File: src/rtl/cfd_pkg.sv
// Shared constants and types for the sync-byte CAN frame deframer.
// Used by rtl/can_frame_deframer.sv; no dependencies.
package cfd_pkg;

  localparam int FRAME_BYTES = 18;
  localparam int STORE_DEPTH = FRAME_BYTES - 3;
  localparam int STORE_AW    = $clog2(STORE_DEPTH);
  localparam int POS_W       = 5;
  localparam int SUM_LAST    = FRAME_BYTES - 3;
  localparam int END_POS     = FRAME_BYTES - 1;
  localparam int MAX_LEN     = 8;

  localparam logic [7:0] FIRST_SYNC_RST = 8'hAA;
  localparam logic [7:0] SECOND_SYNC_RST = 8'h55;
  localparam logic [7:0] END_BYTE_RST    = 8'h0D;
  localparam logic [7:0] EXT_CODE_RST    = 8'h01;

  localparam int CFG_IDX_W = 3;
  localparam logic [CFG_IDX_W-1:0] REG_FIRST_SYNC  = 3'd0;
  localparam logic [CFG_IDX_W-1:0] REG_SECOND_SYNC = 3'd1;
  localparam logic [CFG_IDX_W-1:0] REG_END_BYTE    = 3'd2;
  localparam logic [CFG_IDX_W-1:0] REG_EXT_CODE    = 3'd3;

  typedef enum logic [3:0] {
    PH_SEEK1 = 4'b0001,
    PH_SEEK2 = 4'b0010,
    PH_BODY  = 4'b0100,
    PH_END   = 4'b1000
  } phase_t;

  typedef struct packed {
    logic [31:0] frame_id;
    logic        is_extended;
    logic [3:0]  data_length;
    logic [63:0] payload;
  } result_t;

endpackage

File: src/rtl/can_frame_deframer.sv
// Deframer: one stream byte per beat, one decoded CAN frame per good frame.
// A frame result is registered when its end byte is accepted; a stalled output holds it in the skid stage.
// Input: one byte per cycle while the skid stage is empty; input stalls only while the skid stage is full.
// Reset (rst, synchronous): hunt for first sync, registers to defaults, output empty.
// Depends on rtl/cfd_pkg.sv.
module can_frame_deframer (
  input  logic                          clk,
  input  logic                          rst,
  input  logic                          cfg_write,
  input  logic [cfd_pkg::CFG_IDX_W-1:0] cfg_index,
  input  logic [7:0]                    cfg_data,
  input  logic                          in_valid,
  output logic                          in_stall,
  input  logic [7:0]                    rx_byte,
  output logic                          out_valid,
  input  logic                          out_stall,
  output logic [31:0]                   frame_id,
  output logic                          is_extended,
  output logic [3:0]                    data_length,
  output logic [63:0]                   payload
);

  logic [7:0] first_sync;
  logic [7:0] second_sync;
  logic [7:0] end_code;
  logic [7:0] ext_code;

  cfd_pkg::phase_t                phase;
  cfd_pkg::phase_t                phase_next;
  logic [cfd_pkg::POS_W-1:0]      byte_position;
  logic [cfd_pkg::POS_W-1:0]      pos_next;
  logic [cfd_pkg::POS_W-1:0]      pos_off;
  logic [7:0]                     running_sum;
  logic [7:0]                     sum_next;
  logic [7:0]                     frame_store [cfd_pkg::STORE_DEPTH];

  logic                           accept;
  logic                           hit;
  logic                           out_load;
  logic                           skid_valid;
  cfd_pkg::result_t               res;
  cfd_pkg::result_t               out_res;
  cfd_pkg::result_t               skid_res;

  assign accept   = in_valid && !in_stall;
  assign in_stall = skid_valid;
  assign out_load = !out_valid || !out_stall;
  assign pos_off  = byte_position - cfd_pkg::POS_W'(2);

  always_ff @(posedge clk) begin
    if (rst) begin
      first_sync  <= cfd_pkg::FIRST_SYNC_RST;
      second_sync <= cfd_pkg::SECOND_SYNC_RST;
      end_code    <= cfd_pkg::END_BYTE_RST;
      ext_code    <= cfd_pkg::EXT_CODE_RST;
    end else if (cfg_write) begin
      case (cfg_index)
        cfd_pkg::REG_FIRST_SYNC:  first_sync  <= cfg_data;
        cfd_pkg::REG_SECOND_SYNC: second_sync <= cfg_data;
        cfd_pkg::REG_END_BYTE:    end_code    <= cfg_data;
        cfd_pkg::REG_EXT_CODE:    ext_code    <= cfg_data;
        default: ;
      endcase
    end
  end

  always_comb begin
    phase_next = phase;
    pos_next   = byte_position;
    sum_next   = running_sum;
    hit        = 1'b0;
    case (phase)
      cfd_pkg::PH_SEEK1: begin
        if (rx_byte == first_sync) phase_next = cfd_pkg::PH_SEEK2;
      end
      cfd_pkg::PH_SEEK2: begin
        if (rx_byte == second_sync) begin
          pos_next   = cfd_pkg::POS_W'(2);
          sum_next   = '0;
          phase_next = cfd_pkg::PH_BODY;
        end else if (rx_byte != first_sync) begin
          phase_next = cfd_pkg::PH_SEEK1;
        end
      end
      cfd_pkg::PH_BODY: begin
        if (byte_position <= cfd_pkg::POS_W'(cfd_pkg::SUM_LAST)) begin
          sum_next = running_sum + rx_byte;
        end
        pos_next = byte_position + cfd_pkg::POS_W'(1);
        if (pos_next >= cfd_pkg::POS_W'(cfd_pkg::END_POS)) phase_next = cfd_pkg::PH_END;
      end
      cfd_pkg::PH_END: begin
        hit        = (rx_byte == end_code) &&
                     (running_sum == frame_store[cfd_pkg::STORE_DEPTH-1]);
        phase_next = cfd_pkg::PH_SEEK1;
      end
      default: phase_next = cfd_pkg::PH_SEEK1;
    endcase
  end

  always_comb begin
    res.frame_id    = {frame_store[1], frame_store[2], frame_store[3], frame_store[4]};
    res.is_extended = (frame_store[0] == ext_code);
    res.data_length = (frame_store[5] > 8'(cfd_pkg::MAX_LEN)) ? 4'(cfd_pkg::MAX_LEN)
                                                              : frame_store[5][3:0];
    for (int i = 0; i < 8; i++) begin
      res.payload[8*i +: 8] = frame_store[6+i];
    end
  end

  always_ff @(posedge clk) begin
    if (rst) begin
      phase         <= cfd_pkg::PH_SEEK1;
      byte_position <= '0;
      running_sum   <= '0;
    end else if (accept) begin
      phase         <= phase_next;
      byte_position <= pos_next;
      running_sum   <= sum_next;
    end
  end

  always_ff @(posedge clk) begin
    if (accept && phase == cfd_pkg::PH_BODY) begin
      frame_store[pos_off[cfd_pkg::STORE_AW-1:0]] <= rx_byte;
    end
  end

  always_ff @(posedge clk) begin
    if (rst) begin
      out_valid  <= 1'b0;
      skid_valid <= 1'b0;
    end else if (out_load) begin
      if (skid_valid) begin
        out_res    <= skid_res;
        out_valid  <= 1'b1;
        skid_valid <= 1'b0;
      end else if (accept && hit) begin
        out_res   <= res;
        out_valid <= 1'b1;
      end else begin
        out_valid <= 1'b0;
      end
    end else if (accept && hit) begin
      skid_res   <= res;
      skid_valid <= 1'b1;
    end
  end

  assign frame_id    = out_res.frame_id;
  assign is_extended = out_res.is_extended;
  assign data_length = out_res.data_length;
  assign payload     = out_res.payload;

  a_skid_behind_out: assert property (@(posedge clk) disable iff (rst)
    skid_valid |-> out_valid)
    else $error("skid holds a beat while output is empty");

  a_end_position: assert property (@(posedge clk) disable iff (rst)
    (phase == cfd_pkg::PH_END) |-> (byte_position == cfd_pkg::POS_W'(cfd_pkg::END_POS)))
    else $error("end phase reached at wrong byte position");

  a_result_source: assert property (@(posedge clk) disable iff (rst)
    $rose(out_valid) |-> ($past(phase) == cfd_pkg::PH_END && $past(accept)))
    else $error("result emitted outside end byte");

  a_skid_fill: assert property (@(posedge clk) disable iff (rst)
    $rose(skid_valid) |-> $past(out_valid && out_stall))
    else $error("skid filled while output could load");

endmodule

File: config.mk
export PLATFORM = sky130hd
export DESIGN_NAME = can_frame_deframer
export DESIGN_NICKNAME = d
export VERILOG_FILES = /design/src/rtl/cfd_pkg.sv /design/src/rtl/can_frame_deframer.sv
export SDC_FILE = /design/constraint.sdc
export NUM_CORES = 1
export LEC_CHECK = 0
export BUFFER_PORTS_ARGS = -buffer_cell sky130_fd_sc_hd__buf_2
export CAP_MARGIN = 10
export CORE_MARGIN = 2
export CORE_UTILIZATION = 45
export CTS_BUF_LIST = sky130_fd_sc_hd__clkbuf_2
export DETAILED_ROUTE_END_ITERATION = 10
export PLACE_DENSITY_LB_ADDON = 0.1
export SYNTH_ARGS = -nofsm -noshare
export SYNTH_HDL_FRONTEND = slang
export SYNTH_SLANG_ARGS = --single-unit
File: constraint.sdc
create_clock -name clk -period 18.3 [get_ports clk]
set_input_delay 2.745 -clock clk [delete_from_list [all_inputs] [get_ports clk]]
set_output_delay 2.745 -clock clk [all_outputs]
set_load 0.01 [all_outputs]
* Word-level counts from Yosys, hierarchy flattened
Memory sizes are Yosys's and may differ from the RTL's.
Index checks and enable logic that the tools add are counted.
** Storage, ports and cells
- Register bits after elaboration :: 253
- Output and inout bits :: 103
- RAM bits :: 120
- Logic and storage cells :: 83
- Memories kept :: 1
** Memory list
- frame_store :: words 15, width 8, rd ports 15, clocked after memory_dff 0, wr ports 1, RTL line can_frame_deframer.sv:35 : logic [7:0] frame_store [cfd_pkg::STORE_DEPTH];
** Operators by class
- Reductions and logical operators :: 21
- Eq/ne operators :: 18
- Muxes and demuxes :: 18
- Bitwise gates (word level) :: 2
- Order comparisons :: 3
- $add $sub $neg :: 3
** Operators with widths (count)
- two-way mux 101 bit :: 2
- == test 8 bit :: 5
- two-way mux 4 bit :: 5
- two-way mux 8 bit :: 2
- case mux 8 bit (2 select lines) :: 1
- case mux 4 bit (3 select lines) :: 1
- case mux 5 bit (2 select lines) :: 1
- AND reduction 3 bit :: 3
- adder 8 bit :: 1
- > comparator 8 x 4 -> 1 bit, second input constant :: 1
- != test 2 bit, second input constant :: 4
- != test 8 bit :: 1
- AND reduction 2 bit :: 4
- AND reduction 4 bit :: 2
- == test 3 x 2 -> 1 bit, second input constant :: 2
- adder 5 x 1 -> 5 bit, second input constant :: 1
- >= comparator 5 bit, second input constant :: 1
- <= comparator 5 x 4 -> 1 bit, second input constant :: 1
- two-way mux 1 bit :: 5
- two-way mux 5 bit :: 1
- == test 4 x 1 -> 1 bit, second input constant :: 1
- == test 4 x 2 -> 1 bit, second input constant :: 1
- == test 4 x 3 -> 1 bit, second input constant :: 1
- == test 4 bit, second input constant :: 1
- other kinds (10) :: 17

* Depth between registers and ports, before layout
Gate-level depths: netlist of run 1.
- Word-level depth :: 6
- Mapped depth :: 8
- Depth with buffers taken out :: 8

* Least setup slack after synthesis of run 1
No wires, ideal clock.
- Kind :: in2reg
- Start :: input port rx_byte[5]
- End :: register skid_res[0] in the netlist's numbering, enable pin
- Stages :: 4
- Buffers on the path :: 0
- Library setup time :: 0.808 ns
- Data arrival time :: 12.893 ns
- Path slack :: 4.599 ns
- Required time :: 17.492 ns
- Cell sequence :: xor2_1 -> nor4_1 -> nand3_1 -> nor4_1
** Between the ends
- Word-level cells in the longest chain between the ends :: 5
** RTL lines
- start, declared :: RTL line can_frame_deframer.sv:14 : input logic [7:0] rx_byte,
- == test 8 bit :: RTL line can_frame_deframer.sv:93 : hit = (rx_byte == end_code) &&
- logical AND 1 bit :: RTL line can_frame_deframer.sv:93
- two-way mux 1 bit :: RTL line can_frame_deframer.sv:72 : case (phase)
- logical AND 1 bit :: RTL line can_frame_deframer.sv:144 : end else if (accept && hit) begin
- AND reduction 3 bit (no line)
- end signal, assigned :: RTL line can_frame_deframer.sv:145 : skid_res <= res;
- end, declared :: RTL line can_frame_deframer.sv:43 : cfd_pkg::result_t skid_res;
No other way between the ends.
A chain may end at the register's enable or synchronous reset.

* Worst setup path in the final report of run 1
- Start :: input port rx_byte[5]
- End :: register out_res, in the netlist payload[34], enable pin
** Between the ends
- Word-level cells in the longest chain between the ends :: 6
** RTL lines
- == test 8 bit :: RTL line can_frame_deframer.sv:93
- logical AND 1 bit :: RTL line can_frame_deframer.sv:93
- two-way mux 1 bit :: RTL line can_frame_deframer.sv:72
- logical AND 1 bit :: RTL line can_frame_deframer.sv:138 : end else if (accept && hit) begin
- nonzero test 2 bit (no line)
- AND reduction 3 bit (no line)
- end signal, assigned :: RTL line can_frame_deframer.sv:135 : out_res <= skid_res;
- end signal, assigned :: RTL line can_frame_deframer.sv:139 : out_res <= res;
- end, declared :: RTL line can_frame_deframer.sv:42 : cfd_pkg::result_t out_res;
No other way between the ends.

==> results.md, run 1 <==
* Max Root-Sink Buffers at 3
* CP startpoint kind: input port
* Io pins at 127
* Post-CTS Setup Bufs at 0
* Post-Layout Cell Count at 1465
* Final worst slack at 13250 ps
* Net count after synthesis at 838
* Final ANT Viol Nets at 0
* Crit end category: register
* Final hold violations at 0
* Worst hold endpoint: skid_res[20]
* Area leader, netlist: edfxtp_1
* Data required time at the worst endpoint at 18750 ps
* Pin count of the biggest net entering global routing at 73
* Initial drt markers at 381
* CTS sink count at 373
* Area share of and/or/nand/nor cells after synthesis at 0.05661
* Status: finished clean
* Minimum clock period at 5045 ps
* CP Buf/Inv Count at 3
* Slew margin rel. at 0.2836
* VDD IR-drop max at 0.00004961 V
* Ys flop type: edfxtp_1
* Post-route core utilization at 0.5182
* Worst Tran Pin Value at 1066 ps
* Total gr overflow at 0
* Pwr per Cell Area at 94.97 nW/um2
* Via count at 7296
* Leakage at 5.530 nW
* CP Cell Sequence: buf_2, xor2_1, nor4_1, nand3_1, nor2_1, nor2_1, nor3b_2, buf_4, buf_4
* Largest family of logic cells by synthesized area: multiplexers
* First drt pass iteration count at 4
* Synth area leaders: edfxtp_1, mux2_2, dfxtp_1, xor2_1, nand2_1
* Critical path's top delay family: buffers and inverters
* Input/output buffers at 126
* Sequential area share after synthesis at 0.7727
* Crit path depth at 9
* Hold_buf cts at 0
* Max Cap Viol at 0
* FFs w/ async S/R, synth at 0
* Final GP Congestion at 0.7785
* Adder-Cell Fraction of Synth Area at 0.01411
* Number of synthesized flops with an enable pin at 322
* Synth Area in Compound Gates at 0.02207
* FMAX at 0.1982 GHz
* RR Endpoint: payload[34]
* Setup-failing EPs final at 0
* Chip Width at 179.3 um
* Hold_sp: frame_store[8][4]
* Top-area cell type share of the netlist area at 0.6989
* Die height at 179.3 um
* Setup slack, reg-to-reg at 15220 ps
* Fin Setup TNS at 0 ps
* RSZ-0062 raised after global routing: false
* Slowest Stage Delay on Critical Path at 720 ps
* Post-route DRC at 0
* Initial Util at 0.4547
* Wirelength, routed at 27250 um
* Total Routing Usage GR at 0.1714
* Initial antenna violation count at 1
* Vias in the first global route at 7328
* Layout area overhead at 13.97%
* CTS tree: yes
* Worst-skew pair later-pin latency at 890 ps
* Post-synthesis xor/xnor area fraction at 0.03156
* Fraction of synthesized area in multiplexers at 0.09477
* First-pass GRT wire length at 41250 um
* HP Class: reg -> reg
* Final Skew at 75.88 ps
* Yosys warnings at 0
* Root buffer cell: clkbuf_2
* Routed length per instance at 18.60 um
* Dpl hpwl at 16340 um
* Library cells used by synthesis at 49
* Critical Path Start: rx_byte[5]
* Place WS at 12330 ps
* CTS Buf Count at 95
* Fin nets at 1047
* Post-CTS sizing at 0
* Pins Over Slew Limit at 0
* Synth Cell Area at 13840 um2
* Register bit count reported by yosys at 373
* Full die area at 32160 um2
* Setup Crit Path Kind: in -> reg
* Cells on worst reg2reg path at 8
* Arrival time at the worst endpoint at 5500 ps
* Syn Area/Cell at 17.32 um2
* Placed Instances at 1307
* H-tree Lvls at 3
* CORE AREA at 30430 um2
* R2R Path Start: frame_store[14][0]
* Crit-path max FO at 65
* Num rows at 64
* Fraction of layout instances using a drive strength above 1 at 0.3708
* Hold path cells at 0
* Routed vias/inst at 4.980
* Syn Inst Count at 799
* Fin crit share at 0.2757
* CP max stage cell: buf_4
* Clock slew at reported path FFs at 80 ps
-- worst reg2reg max path, cell delays in order, from the launching register on --
cell and delay, ps:
edfxtp_1 380, xor2_1 180, nor4_1 320, nand3_1 160
nor2_1 120, nor2_1 80, nor3b_2 180, buf_4 440
buf_4 720
-- sequential cells by signal (all words and copies together) (netlist names) --
register and count:
data_length 4, phase 4, payload 64, ext_code 8
frame_id 32, out_valid 1, frame_store 120, in_stall 1
is_extended 1, running_sum 8, end_code 8, skid_res 101
byte_position 5, second_sync 8, first_sync 8
-- cell usage after synthesis, types with 4 or more instances --
master    count
ha_1         14
and2_1        8
clkbuf_1     18
nor4_1        5
xor2_1       28
edfxtp_1    322
inv_1         8
xnor2_1      20
nor3_1        9
nand2_1      59
nor2_1       39
mux2_2       97
nand3_1      19
nand4_1       5
nor2b_1       4
dfxtp_1      51
mux2i_1      17
a21oi_1      27
-- report_power, final --
group          switching (mW)  total [mW]  internal [mW]
combinational          0.0299      0.0491         0.0193
clock                   0.316       0.526          0.210
sequential            0.00475       0.922          0.918
-- final cells by class --
cell class	instances	area, um2
clock buffers	144	720.7
repair buffers	134	690.7
well taps	396	495.5
diodes	1	2.502
fillers	2662	14660
multi-input cells	396	3053
clock inverters	13	82.58
flip-flops and latches	373	10690
inverters	8	30.03
-- layout by cell type (no fill, tap or decap), drive strengths merged, types with 10 or more instances in the layout --
cell,instances
nand2,60
xnor2,20
nor3,10
nor2,39
mux2i,17
clkbuf,144
xor2,29
inv,14
a21oi,28
edfxtp,322
buf,134
ha,14
dfxtp,51
nand3,19
mux2,101
-- how the worst max path moves through the flow --
stage	end
after floorplan	skid_res[0]
after global placement	frame_id[4]
after detailed placement	frame_id[1]
after CTS	payload[19]
after global routing	payload[19]
final	payload[34]
-- metrics by stage --
| stage | power (mW) | hold WS, ps | area, um2 |
|---|---|---|---|
| 6_report | 1.498 | 403.6 | 15770 |
| 3_3_place_gp | 0.9906 | 427.7 | 14960 |
| 4_1_cts | 1.524 | 377.1 | 15770 |
| 2_1_floorplan | 0.9725 | 422.2 | 13840 |
| 5_1_grt | 1.572 | 394.2 | 15770 |
| 3_5_place_dp | 0.9911 | 431.4 | 14960 |
-- metal layers --
metal	global-route usage	wire length (um)	vias to the layer above
li1	-	-	3489
met1	0.2317	12650	3566
met3	0.04156	1284	49
met4	0.06956	584	0
met5	0	0	-
met2	0.2684	12730	192
-- cells by family after synthesis --
group | Yosys count
flip-flops | 373
multiplexers | 118
AO/OA/AOI/OAI | 49
XOR/XNOR | 49
AND/OR/NAND/NOR | 165
adder cells (fa/ha/maj) | 15
buffers and inverters | 30
(Power assumes the default switching activity.)
==> run 2: changes to the inputs <==
==> constraint.sdc (replaced) <==
create_clock -name clk -period 4.87 [get_ports clk]
set_input_delay 0.7305 -clock clk [delete_from_list [all_inputs] [get_ports clk]]
set_output_delay 0.7305 -clock clk [all_outputs]
set_load 0.01 [all_outputs]
==> results.md, run 2 (synthesis results as in run 1) <==
* Crit-path max FO at 44
* First drt pass iteration count at 4
* CORE AREA at 30430 um2
* CTS Buf Count at 93
* Gate power share at 0.032
* Pin count of the biggest net entering global routing at 102
* Data required time at the worst endpoint at 5340 ps
* Vias in the first global route at 7285
* Leakage at 5.523 nW
* Post-route DRC at 0
* Sw Share at 0.2326
* Minimum clock period at 2718 ps
* First-pass GRT wire length at 41340 um
* Slew margin rel. at 0.3207
* Max Root-Sink Buffers at 3
* CP max stage cell: nor3_1
* H-tree Lvls at 3
* Fin crit share at 0.5581
* Via count at 7205
* Initial Util at 0.4547
* Crit end category: register
* VDD IR-drop max at 0.0002088 V
* Post-route core utilization at 0.5205
* CP startpoint kind: register
* CTS sink count at 373
* Post-route cell area at 15840 um2
* Arrival time at the worst endpoint at 3190 ps
* Die height at 179.3 um
* Pwr per Cell Area at 358.6 nW/um2
* Cells on worst reg2reg path at 4
* Routed vias/inst at 4.908
* Placed inst area at 14990 um2
* HP Class: in -> reg
* Layout area overhead at 14.47%
* Final GP Congestion at 0.7906
* FMAX at 0.3679 GHz
* Max Cap Viol at 0
* Num rows at 64
* CP Cell Sequence: nand2b_1, nor2_1, nand2_1, nor3_1
* Most frequent cells in the layout: edfxtp_1, clkbuf_2, buf_2, mux2_2, nand2_1
* Fraction of layout instances using a drive strength above 1 at 0.3589
* Chip Width at 179.3 um
* CTS tree: yes
* Total gr overflow at 0
* Routed length per instance at 18.29 um
* Pint at 4.358 mW
* Final ANT Viol Nets at 0
* Clock power share at 0.358
* Register area at 10690 um2
* Initial antenna violation count at 1
* RSZ-0062 raised after global routing: false
* Setup Crit Path Kind: reg -> reg
* Max FFs per register at 120
* Slowest Stage Delay on Critical Path at 810 ps
* Status: finished clean
* Total Routing Usage GR at 0.1716
* Post-CTS Setup Bufs at 0
* Commonest non-fill, non-tap cell in the layout: edfxtp_1
* Worst-skew pair later-pin latency at 910 ps
* Setup-failing EPs final at 0
* Sequential share of power at 0.610
* Initial drt markers at 445
* Io pins at 127
* Full die area at 32160 um2
* Psw at 1.321 mW
* Clock slew at reported path FFs at 120 ps
* Fin nets at 1045
* Final Skew at 87.48 ps
* Dpl hpwl at 16050 um
* Wirelength, routed at 26850 um
* Number of fill cells in the layout at 2645
* Root buffer cell: clkbuf_2
* Hold_buf cts at 0
* Hold path cells at 3
* Worst Tran Pin Value at 1011 ps
* Footprint of the multi-input gates at 3058 um2
* Pins Over Slew Limit at 0
* Post-CTS sizing at 0
* Final hold violations at 0
* Input/output buffers at 126
-- run 2: stage by stage --
step	setup WS (ps)	hold slack, ps	TNS, ps	cells	total power, mW
finish	2152	130.0	0	1468	5.679
global route	1929	22.12	0	1468	5.968
CTS	2143	43.80	0	1466	5.766
detailed placement	1580	431.7	0	1307	3.723
global placement	1694	428.6	0	1307	3.722
floorplan	-104.8	422.2	-10580	799	3.655
-- run 2: area by class of cell --
type                    count  area share
flip-flops and latches    373      0.6752
multi-input cells         396      0.1931
repair buffers            134     0.04519
clock buffers             132     0.04171
well taps                 396     0.03128
clock inverters            27     0.01130
inverters                   8    0.001896
diodes                      2   0.0003160
-- run 2: metal layers --
| layer | up-vias | routed length [um] | global-route usage |
|---|---|---|---|
| li1 | 3485 | - | - |
| met1 | 3517 | 12480 | 0.2364 |
| met2 | 171 | 12770 | 0.2693 |
| met3 | 32 | 1313 | 0.04409 |
| met4 | 0 | 282 | 0.05376 |
| met5 | - | 0 | 0 |
-- run 2: worst max-delay path, delay by kind of cell (launching register included) --
family           cells  cell delay, ps
DFF                  1             530
and+or+nand+nor      4            1780
-- run 2: worst paths after layout --
check,start,end,slack [ps]
worst max-delay path,in_stall,frame_store[5][6],2150
worst max register to register,in_stall,frame_store[5][6],2150
worst min register to register,frame_store[6][1],skid_res[1],390
worst min-delay path,cfg_data[6],ext_code[6],130
-- run 2: power groups by stage --
stage	Clock, mW	Sequential, mW	Combinational, mW
after detailed placement	0	3.54	0.184
after CTS	2.12	3.47	0.184
after global routing	2.30	3.47	0.201
after floorplan	0	3.53	0.120
final	2.03	3.47	0.183
after global placement	0	3.54	0.182
==> run 3: changes to the inputs <==
==> constraint.sdc (replaced) <==
create_clock -name clk -period 2.3 [get_ports clk]
set_input_delay 0.345 -clock clk [delete_from_list [all_inputs] [get_ports clk]]
set_output_delay 0.345 -clock clk [all_outputs]
set_load 0.01 [all_outputs]
==> results.md, run 3 (synthesis results as in run 1) <==
* Highest routed layer: met4
* Data required time at the worst endpoint at 2830 ps
* Routed vias/inst at 4.879
* Io pins at 127
* CTS tree: yes
* Fraction of layout instances using a drive strength above 1 at 0.3949
* Die height at 179.3 um
* Pint at 9.358 mW
* Final ANT Viol Nets at 0
* Root buffer cell: clkbuf_2
* CORE AREA at 30430 um2
* CP max stage cell: edfxtp_1
* Clock power share at 0.358
* Max FFs per register at 120
* Crit end category: register
* CTS Buf Count at 93
* Met3 WL post-DR at 1708 um
* First-pass GRT wire length at 43690 um
* Initial drt markers at 477
* Pwr per Cell Area at 724.8 nW/um2
* Setup Crit Path Kind: reg -> reg
* DRT met1 WL at 12710 um
* Post-route DRC at 0
* Sw Share at 0.2324
* Leakage at 6.059 nW
* Pin count of the biggest net entering global routing at 78
* Via count at 7646
* Fin crit share at 0.9650
* Post-route core utilization at 0.5528
* CTS sink count at 373
* CP startpoint kind: register
* Commonest non-fill, non-tap cell in the layout: edfxtp_1
* Chip Width at 179.3 um
* FMAX at 0.4506 GHz
* Fin nets at 1144
* Total gr overflow at 0
* Setup-failing EPs final at 0
* CP Cell Sequence: xor2_1, nor4_1, nand3_1, buf_4, nor4_4, buf_12, buf_12
* Total Routing Usage GR at 0.1828
* Final hold violations at 0
* First drt pass iteration count at 5
* Input/output buffers at 126
* Status: finished clean
* Place WS at -17.47 ps
* Layout area overhead at 21.58%
* Minimum clock period at 2219 ps
* Register area at 10690 um2
* Slowest Stage Delay on Critical Path at 390 ps
* Critical path's top delay family: simple AND/OR/NAND/NOR gates
* Wirelength, routed at 28940 um
* Most frequent cells in the layout: edfxtp_1, clkbuf_2, buf_2, mux2_2, buf_4
* Sequential share of power at 0.602
* Met2 WL at 14060 um
* Worst-skew pair later-pin latency at 890 ps
* Max Root-Sink Buffers at 3
* Initial antenna violation count at 1
* Gate power share at 0.040
* H-tree Lvls at 3
* Max Cap Viol at 0
* HP Class: in -> reg
* Slew margin rel. at 0.7023
* Final worst slack at 80.50 ps
* Arrival time at the worst endpoint at 2750 ps
* Footprint of the multi-input gates at 3069 um2
* Initial Util at 0.4547
* Clock slew at reported path FFs at 90 ps
* Final GP Congestion at 0.7733
* Num rows at 64
* Vias in the first global route at 7865
* Number of fill cells in the layout at 2579
* CP Buf/Inv Count at 3
* Pins Over Slew Limit at 0
* RSZ-0062 raised after global routing: false
* Final Skew at 74.72 ps
* Routed length per instance at 18.47 um
* Crit-path max FO at 15
* Fin Hold WS at 124.5 ps
* VDD IR-drop max at 0.0003000 V
* Worst Tran Pin Value at 440.7 ps
* Psw at 2.834 mW
* Full die area at 32160 um2
* Dpl hpwl at 18820 um
* Crit-path most repeated cell: buf_12
-- run 3: cell count changes in the layout (fill, tap and decap cells not counted), sizes merged --
cell,change
buf,+67
dlygate4sd3,+30
clkbuf,+8
clkinv,-5
clkinvlp,-2
inv,+2
diode,-1
-- run 3: stage by stage --
step	setup TNS, ps	instances	total power, mW	area [um2]
after floorplan	-428760	799	7.738	13870
after global placement	-397.1	1373	7.945	15590
after detailed placement	-451.7	1373	7.946	15590
after CTS	0	1563	12.40	16750
after global routing	0	1567	12.80	16820
final	0	1567	12.19	16820
-- run 3: what timing repair did --
item / in CTS / in global routing
endpoints found under the setup margin: 1 / 53
pin swaps: 0 / 2
resized for setup: 1 / 2
buffers inserted: 0 / 1
gates cloned: 0 / 2
endpoints found under the hold margin: 123 / 0
hold buffers: 30 / 0
-- run 3: cell type report --
cell class / count / share of cell area
antenna: 1 / 0.0001488
timing repair buffer: 233 / 0.09967
sequential: 373 / 0.6357
clock inverter: 22 / 0.009670
tap: 396 / 0.02946
multi-input combinational: 396 / 0.1825
clock buffer: 138 / 0.04106
inverter: 8 / 0.001785
-- run 3: final timing paths --
check	start	end	slack, ps	depth (start not counted)
min reg2reg	frame_store[1][0]	skid_res[93]	390	0
min	cfg_write	first_sync[1]	120	6
max	frame_store[14][0]	skid_res[76]	80	7
max reg2reg	frame_store[14][0]	skid_res[76]	80	7
-- run 3: routing by layer --
metal | global-route usage | vias up
li1 | - | 3701
met1 | 0.2418 | 3709
met2 | 0.2963 | 195
met3 | 0.04747 | 41
met4 | 0.06015 | 0
met5 | 0 | -
-- run 3: worst reg2reg max path, delay by kind of cell (launching register included) --
kind	cells	cell delay [ps]
xor gates and xnor gates	1	150
DFF	1	390
buffers and inverters	3	590
and+or+nand+nor	3	760
-- run 3: power groups by stage --
stage          Clock, mW  Sequential (mW)  Combinational (mW)
6_report            4.37             7.34               0.485
5_1_grt             4.93             7.35               0.527
4_1_cts             4.57             7.34               0.489
3_5_place_dp           0             7.49               0.453
3_3_place_gp           0             7.49               0.452
2_1_floorplan          0             7.49               0.253
